<file path="src/rbr_pkg.sv">
// Shared constants and types for the reorder buffer receiver.
`timescale 1ns / 1ps
package rbr_pkg;
    localparam int SLOTS = 8;
    localparam int CNT_W = $clog2(SLOTS + 1);

    localparam logic [2:0] K_DELIVER = 3'd0;
    localparam logic [2:0] K_ACK     = 3'd1;
    localparam logic [2:0] K_RST     = 3'd2;
    localparam logic [2:0] K_FIN     = 3'd3;
    localparam logic [2:0] K_ABORT   = 3'd4;

    localparam logic [1:0] SS_OPEN      = 2'd0;
    localparam logic [1:0] SS_ABORTED   = 2'd1;
    localparam logic [1:0] SS_COMPLETED = 2'd2;

    localparam logic [7:0] FLAG_DATA = 8'h00;
    localparam logic [7:0] FLAG_RST  = 8'h01;
    localparam logic [7:0] FLAG_FIN  = 8'h02;

    localparam logic OP_PACKET = 1'b0;
    localparam logic OP_TICK   = 1'b1;

    localparam logic REG_SESSION_ID  = 1'b0;
    localparam logic REG_ACK_TIMEOUT = 1'b1;

    localparam logic [15:0] ACK_TIMEOUT_RESET = 16'd100;

    typedef struct packed {
        logic use_taken;
        logic take;
        logic release_hit;
        logic store;
        logic clr_taken;
    } t_cell_cmd;

    typedef struct packed {
        logic [15:0] seq;
        logic [7:0]  len;
        logic [7:0]  handle;
    } t_slot;
endpackage

</file>
<file path="src/rbr_cell.sv">
// One packet slot of the reorder row with its priority chain links.
`timescale 1ns / 1ps
module rbr_cell (
    input  logic              i_clk,
    input  logic              i_rst_n,
    input  rbr_pkg::t_cell_cmd i_cmd,
    input  logic [15:0]       i_key,
    input  rbr_pkg::t_slot    i_wr,
    input  logic              i_hit,
    input  logic              i_free,
    input  logic              i_dup,
    input  rbr_pkg::t_slot    i_data,
    output logic              o_hit,
    output logic              o_free,
    output logic              o_dup,
    output rbr_pkg::t_slot    o_data
);
    logic           r_valid;
    logic           r_taken;
    rbr_pkg::t_slot r_slot;
    logic           eq;
    logic           match;
    logic           sel;
    logic           sel_free;

    assign eq       = r_valid && (r_slot.seq == i_key);
    assign match    = eq && (!i_cmd.use_taken || !r_taken);
    assign sel      = match && !i_hit;
    assign sel_free = !r_valid && !i_free;
    assign o_hit    = i_hit || match;
    assign o_free   = i_free || !r_valid;
    assign o_dup    = i_dup || eq;
    assign o_data   = sel ? r_slot : i_data;

    always_ff @(posedge i_clk) begin
        if (!i_rst_n) begin
            r_valid <= 1'b0;
            r_taken <= 1'b0;
        end else begin
            if (i_cmd.clr_taken || (i_cmd.store && sel_free)) begin
                r_taken <= 1'b0;
            end else if (i_cmd.take && sel) begin
                r_taken <= 1'b1;
            end
            if (i_cmd.store && sel_free) begin
                r_valid <= 1'b1;
            end else if (i_cmd.release_hit && sel) begin
                r_valid <= 1'b0;
            end
        end
    end

    always_ff @(posedge i_clk) begin
        if (i_cmd.store && sel_free) begin
            r_slot <= i_wr;
        end
    end
endmodule

</file>
<file path="src/rbr_row.sv">
// Row of slot cells chained lowest slot first.
`timescale 1ns / 1ps
module rbr_row (
    input  logic               i_clk,
    input  logic               i_rst_n,
    input  rbr_pkg::t_cell_cmd i_cmd,
    input  logic [15:0]        i_key,
    input  rbr_pkg::t_slot     i_wr,
    output logic               o_hit,
    output logic               o_dup,
    output rbr_pkg::t_slot     o_data
);
    logic           hit_c  [rbr_pkg::SLOTS+1];
    logic           free_c [rbr_pkg::SLOTS+1];
    logic           dup_c  [rbr_pkg::SLOTS+1];
    rbr_pkg::t_slot data_c [rbr_pkg::SLOTS+1];

    assign hit_c[0]  = 1'b0;
    assign free_c[0] = 1'b0;
    assign dup_c[0]  = 1'b0;
    assign data_c[0] = '0;

    for (genvar g = 0; g < rbr_pkg::SLOTS; g++) begin : g_cell
        rbr_cell u_cell (
            .i_clk  (i_clk),
            .i_rst_n(i_rst_n),
            .i_cmd  (i_cmd),
            .i_key  (i_key),
            .i_wr   (i_wr),
            .i_hit  (hit_c[g]),
            .i_free (free_c[g]),
            .i_dup  (dup_c[g]),
            .i_data (data_c[g]),
            .o_hit  (hit_c[g+1]),
            .o_free (free_c[g+1]),
            .o_dup  (dup_c[g+1]),
            .o_data (data_c[g+1])
        );
    end

    assign o_hit  = hit_c[rbr_pkg::SLOTS];
    assign o_dup  = dup_c[rbr_pkg::SLOTS];
    assign o_data = data_c[rbr_pkg::SLOTS];
endmodule

</file>
<file path="config.mk">
export PLATFORM = sky130hd
export DESIGN_NAME = rbr_row
export DESIGN_NICKNAME = d
export VERILOG_FILES = /design/src/rbr_pkg.sv /design/src/rbr_cell.sv /design/src/rbr_row.sv
export SDC_FILE = /design/constraint.sdc
export NUM_CORES = 1
export LEC_CHECK = 0
export BUFFER_PORTS_ARGS = -buffer_cell sky130_fd_sc_hd__buf_2
export CORE_MARGIN = 2
export CORE_UTILIZATION = 50
export CTS_BUF_LIST = sky130_fd_sc_hd__clkbuf_16
export DETAILED_ROUTE_END_ITERATION = 8
export PLACE_DENSITY_LB_ADDON = 0.12
export SETUP_SLACK_MARGIN = 0.5
export SLEW_MARGIN = 40
export SYNTH_ARGS = -nofsm -noshare
export SYNTH_HDL_FRONTEND = slang
export SYNTH_SLANG_ARGS = --single-unit
</file>
<file path="constraint.sdc">
create_clock -name i_clk -period 3.62 [get_ports i_clk]
set_input_delay 0.181 -clock i_clk [delete_from_list [all_inputs] [get_ports i_clk]]
set_output_delay 0.181 -clock i_clk [all_outputs]
set_load 0.005 [all_outputs]
</file>
Word level (Yosys, flattened, before mapping)
Index checks and enable logic that the tools add are counted. Widths: inputs -> output; s select.

Output and inout port bits: 34. Word-level logic and storage cells: 209. Register bits: 272. Input bits: 55.

Bitwise logic cells: 1. Reduce and logical (&&, ||, !) cells: 136. Eq/ne operators: 8. Mux-type cells: 24.

Operators by type and width (number): $mux 32 (8); $eq 16x16->1 (8); $logic_and 1x1->1 (54); $logic_or 1x1->1 (36); $logic_not 1->1 (30); $mux 1 (16); $reduce_bool 2->1 (8); $reduce_or 2->1 (8); $not 1->1 (1).

Longest topological paths before layout
Depth after elaboration: 14. Gate-level depth with buffers: 13. Mapped depth without buffers: 8.

Cells and area by module
From an unflattened synthesis, not the netlist that was laid out.

Cell total of the unflattened synthesis: 889. Area total of the unflattened synthesis: 14587.7 µm².

Modules (own cells, without submodules): rbr_cell (cells each 111, area an instance 1823.0 µm², times used 8); rbr_row (cells each 1, area an instance 3.8 µm², times used 1).

Worst setup path after synthesis
OpenSTA, ideal clock, no wires.

Path kind: register to register. From: register g_cell[0].u_cell.r_valid. To: register g_cell[7].u_cell.r_slot[0] in the netlist's numbering, enable pin. Data required time: 3.147 ns. Buffers on the path: 0. Cell stages (with the launch flop): 5. Arrival: 3.312 ns. Setup time: 0.473 ns. Setup slack: -0.165 ns. Clock period less this slack: 3.785 ns. Cells stage by stage: dfxtp_1 > and3_1 > and3_1 > nand3_1 > nor3b_1.

Longest elaborated chain between the ends: 10.

Ends and longest elaborated chain: start, declared (line rbr_cell.sv:18) `logic r_valid;`; start signal, assigned (line rbr_cell.sv:37) `r_valid <= 1'b0;`; start signal, assigned (line rbr_cell.sv:46) `r_valid <= 1'b1;`; start signal, assigned (line rbr_cell.sv:48) `r_valid <= 1'b0;`; $logic_not 1->1 (line rbr_cell.sv:31) `assign o_free = i_free || !r_valid;`; $logic_or 1x1->1 (6 in a row) (line rbr_cell.sv:31); $logic_not 1->1 (line rbr_cell.sv:29) `assign sel_free = !r_valid && !i_free;`; $logic_and 1x1->1 (line rbr_cell.sv:29); $logic_and 1x1->1 (line rbr_cell.sv:54) `if (i_cmd.store && sel_free) begin`; end signal, assigned (line rbr_cell.sv:55) `r_slot <= i_wr;`; end, declared (line rbr_cell.sv:20) `rbr_pkg::t_slot r_slot;`.

No other way between the ends. A chain may end at the register's enable or synchronous reset.

==> results.toml <==
[run_status]
status = "finished, violations left"
violations = "negative setup slack"

[pwr]
power_density_mw_per_mm2 = 411.7
clkPwrFrac = 0.413
p_switching_uw = 1456
power.share.sequential = 0.539
comb_power_share = 0.048
power_uw = 6510
switching_share = 0.2237
p_leak_uw = 0.005622
p_int_uw = 5054
worst_ir_drop_vdd_mv = 0.4095

[clock_network]
cts_tree = "done"
cts-root-buf = "clkbuf_16"
cts_made_buffers = 29
cts_max_path_buffers = 3
cts.sinks = 272
clk_pin_slew_ps = 60
cts_max_level = 1
clock_latency_ps = 570

[global_route]
grt_pass1_vias = 8898
grt_max_degree = 37
antenna_found_initial = 0
grt_use_total = 0.2947
grt_pass1_wl_um = 57020
grt_overflow_total = 0

[routing]
detail-route-antenna-nets = 0
drt_iter0_markers = 1174
vias_per_cell = 6.119
wirelength_um = 38570
drcViolationCount = 0
routedWlPerCell_um = 26.27
first_pass_iters = 6
vias = 8982

[critical_path]
crit_arrival_ps = 3640
path_buf_inv = 2
cp_slowest_cell = "or4b_4"
cp_top_family = "simple AND/OR/NAND/NOR gates"
cp-end-kind = "output port"
start_kind = "flop"
max_stage_delay_ps = 550
crit_path_max_fanout = 12
critPathRequiredTime_ps = 3440
crit_chain = "xor2_2 > nor4_4 > nand4_2 > or4b_4 > and4_4 > buf_12 > a221o_1 > a2111oi_4 > o21ai_1 > buf_2"
critPathKind = "reg -> out"

[floorplan]
die_w_um = 161.3
pin_count = 89
die-area_mm2 = 0.02603
core-area_mm2 = 0.02432
start_util = 0.5089
die_h_um = 161.3
placementRows = 57

[placement]
io_buffer_count = 88
dp_slack_ps = -114.8
postPlaceCellArea_mm2 = 0.01354
place_congestion = 0.8971
dpl.hpwl_um = 24780

[synthesis]
synth_top_area_frac = 0.6212
yosysSeqAreaShare = 0.6471
synth_ff_type = "edfxtp_1"
syn_inst = 939
synth_edf_count = 256
synth_seq_cells = 272
synth_area_leaders = "edfxtp_1, xor2_1, xnor2_1"
yosysWarnings = 0
synth_cell_types = 58
syn_area_per_cell_um2 = 13.18
syn-num-nets = 994
syn_area_mm2 = 0.01238
yosysTopAreaCell = "edfxtp_1"
ys_async_sr_fraction = 0

[sta]
tns_ps = -2424
grt_setup_unrepaired = "yes"
slew_headroom = 0.4950
fin_crit_ps = 3826
slew_violations = 0
skew_ps = 13.31
setup_ws_ps = -205.8
worst_slew_pin_slew_ps = 755.6
fmax_mhz = 261.4
setup_violations = 29
timing.final.crit_share = 1.057
whs_ps = 30.13
hold_viol = 0

[hold_path]
hold_path.class = "in -> reg"

[finish]
nets = 1179
finalInstanceArea_mm2 = 0.01581
fill_cells = 1828
final_common_cell = "edfxtp_1"
most-common-layout-cells = "edfxtp_1, buf_2, buf_4, xor2_1, nand2_1"
final_layout_size_suffix_gt1_frac = 0.2753
antenna_cells = 0
syn2layout_area_growth_pct = 27.76

[run]
maxCapViolations = 0
==> worst paths after layout <==
check	start	to	slack (ps)	cells after the start
worst max register to register	g_cell[0].u_cell.r_slot[28]$_DFFE_PP_	g_cell[7].u_cell.r_valid$_SDFFE_PN0P_	700	11
worst min-delay path	i_cmd[2]	g_cell[4].u_cell.r_valid$_SDFFE_PN0P_	30	4
worst min register to register	g_cell[0].u_cell.r_taken$_SDFFE_PP0P_	g_cell[0].u_cell.r_taken$_SDFFE_PP0P_	510	2
worst max-delay path	g_cell[2].u_cell.r_slot[16]$_DFFE_PP_	o_data[24]	-210	10
==> flip-flops by register name, indices dropped and copies added (netlist names) <==
register               flops
g_cell.u_cell.r_slot     256
g_cell.u_cell.r_valid      8
g_cell.u_cell.r_taken      8
==> cell families (layout without fill, tap and decap cells) <==
logic type             Yosys count  after routing  share of synthesized area
multiplexers                     2              2                   0.001719
buffers and inverters           96            301                    0.03670
AO/OA/AOI/OAI                  199            199                     0.1208
AND/OR/NAND/NOR                250            250                     0.1088
XOR/XNOR                       120            120                    0.08493
flip-flops                     272            272                     0.6471
==> worst reg2reg max path: stages, from the launching register on <==
cell	delay (ps)
edfxtp_1	410
xor2_1	290
nor4_2	110
nand4bb_1	200
buf_4	150
a2bb2o_4	240
nor4b_4	430
buf_4	190
and4_4	270
buf_8	230
a21boi_0	120
o21a_1	170
==> area by class of cell <==
type                            instances  area, um2  share of cell area
Sequential cell                       272       8008              0.5064
Multi-Input combinational cell        571       4710              0.2979
Clock inverter                         22      120.1            0.007597
Inverter                               33      123.9            0.007834
Timing Repair Buffer                  217       1719              0.1087
Clock buffer                           29      725.7             0.04590
Tap cell                              324      405.4             0.02564
==> synth_stat cells, types with 21 or more instances <==
cell type and instances:
clkbuf_1 36, a21oi_1 21, xnor2_1 52, o31ai_1 22
xor2_1 68, o21ai_0 43, nor2_1 23, and3_1 26
nand3_1 33, edfxtp_1 256, nand2_1 62, inv_1 31
and2_1 26
==> power by group through the flow <==
stage	clock, uW	combinational, uW	sequential [uW]
global placement	0	263	3570
global route	2820	328	3510
CTS	2700	304	3510
finish	2690	313	3510
detailed placement	0	266	3570
floorplan	0	135	3570
==> through the flow <==
step / cells / util
6_report: 1468 / 0.6502
5_1_grt: 1468 / 0.6502
4_1_cts: 1450 / 0.6312
3_5_place_dp: 1350 / 0.5566
3_3_place_gp: 1349 / 0.5559
2_1_floorplan: 939 / -
==> metal layers <==
metal  vias to the layer above  routed length (um)  part of all wire  GRT usage
met5                         -                   0                 0          0
met4                         0                1094             0.028    0.08360
met3                        85                3347             0.087    0.03878
met2                       523               17590              0.46     0.4549
met1                      4417               16530              0.43     0.4416
li1                       3957                   -                 -          -
==> what timing repair did <==
action | in CTS | in global routing
buffers inserted | 15 | 18
pin swaps | 46 | 55
setup endpoints to repair | 34 | 33
gates cloned | 1 | 0
resized for setup | 112 | 42
hold buffers | 33 | 0
hold endpoints to repair | 264 | 0
No activity file was read; power rests on OpenSTA's default activity.
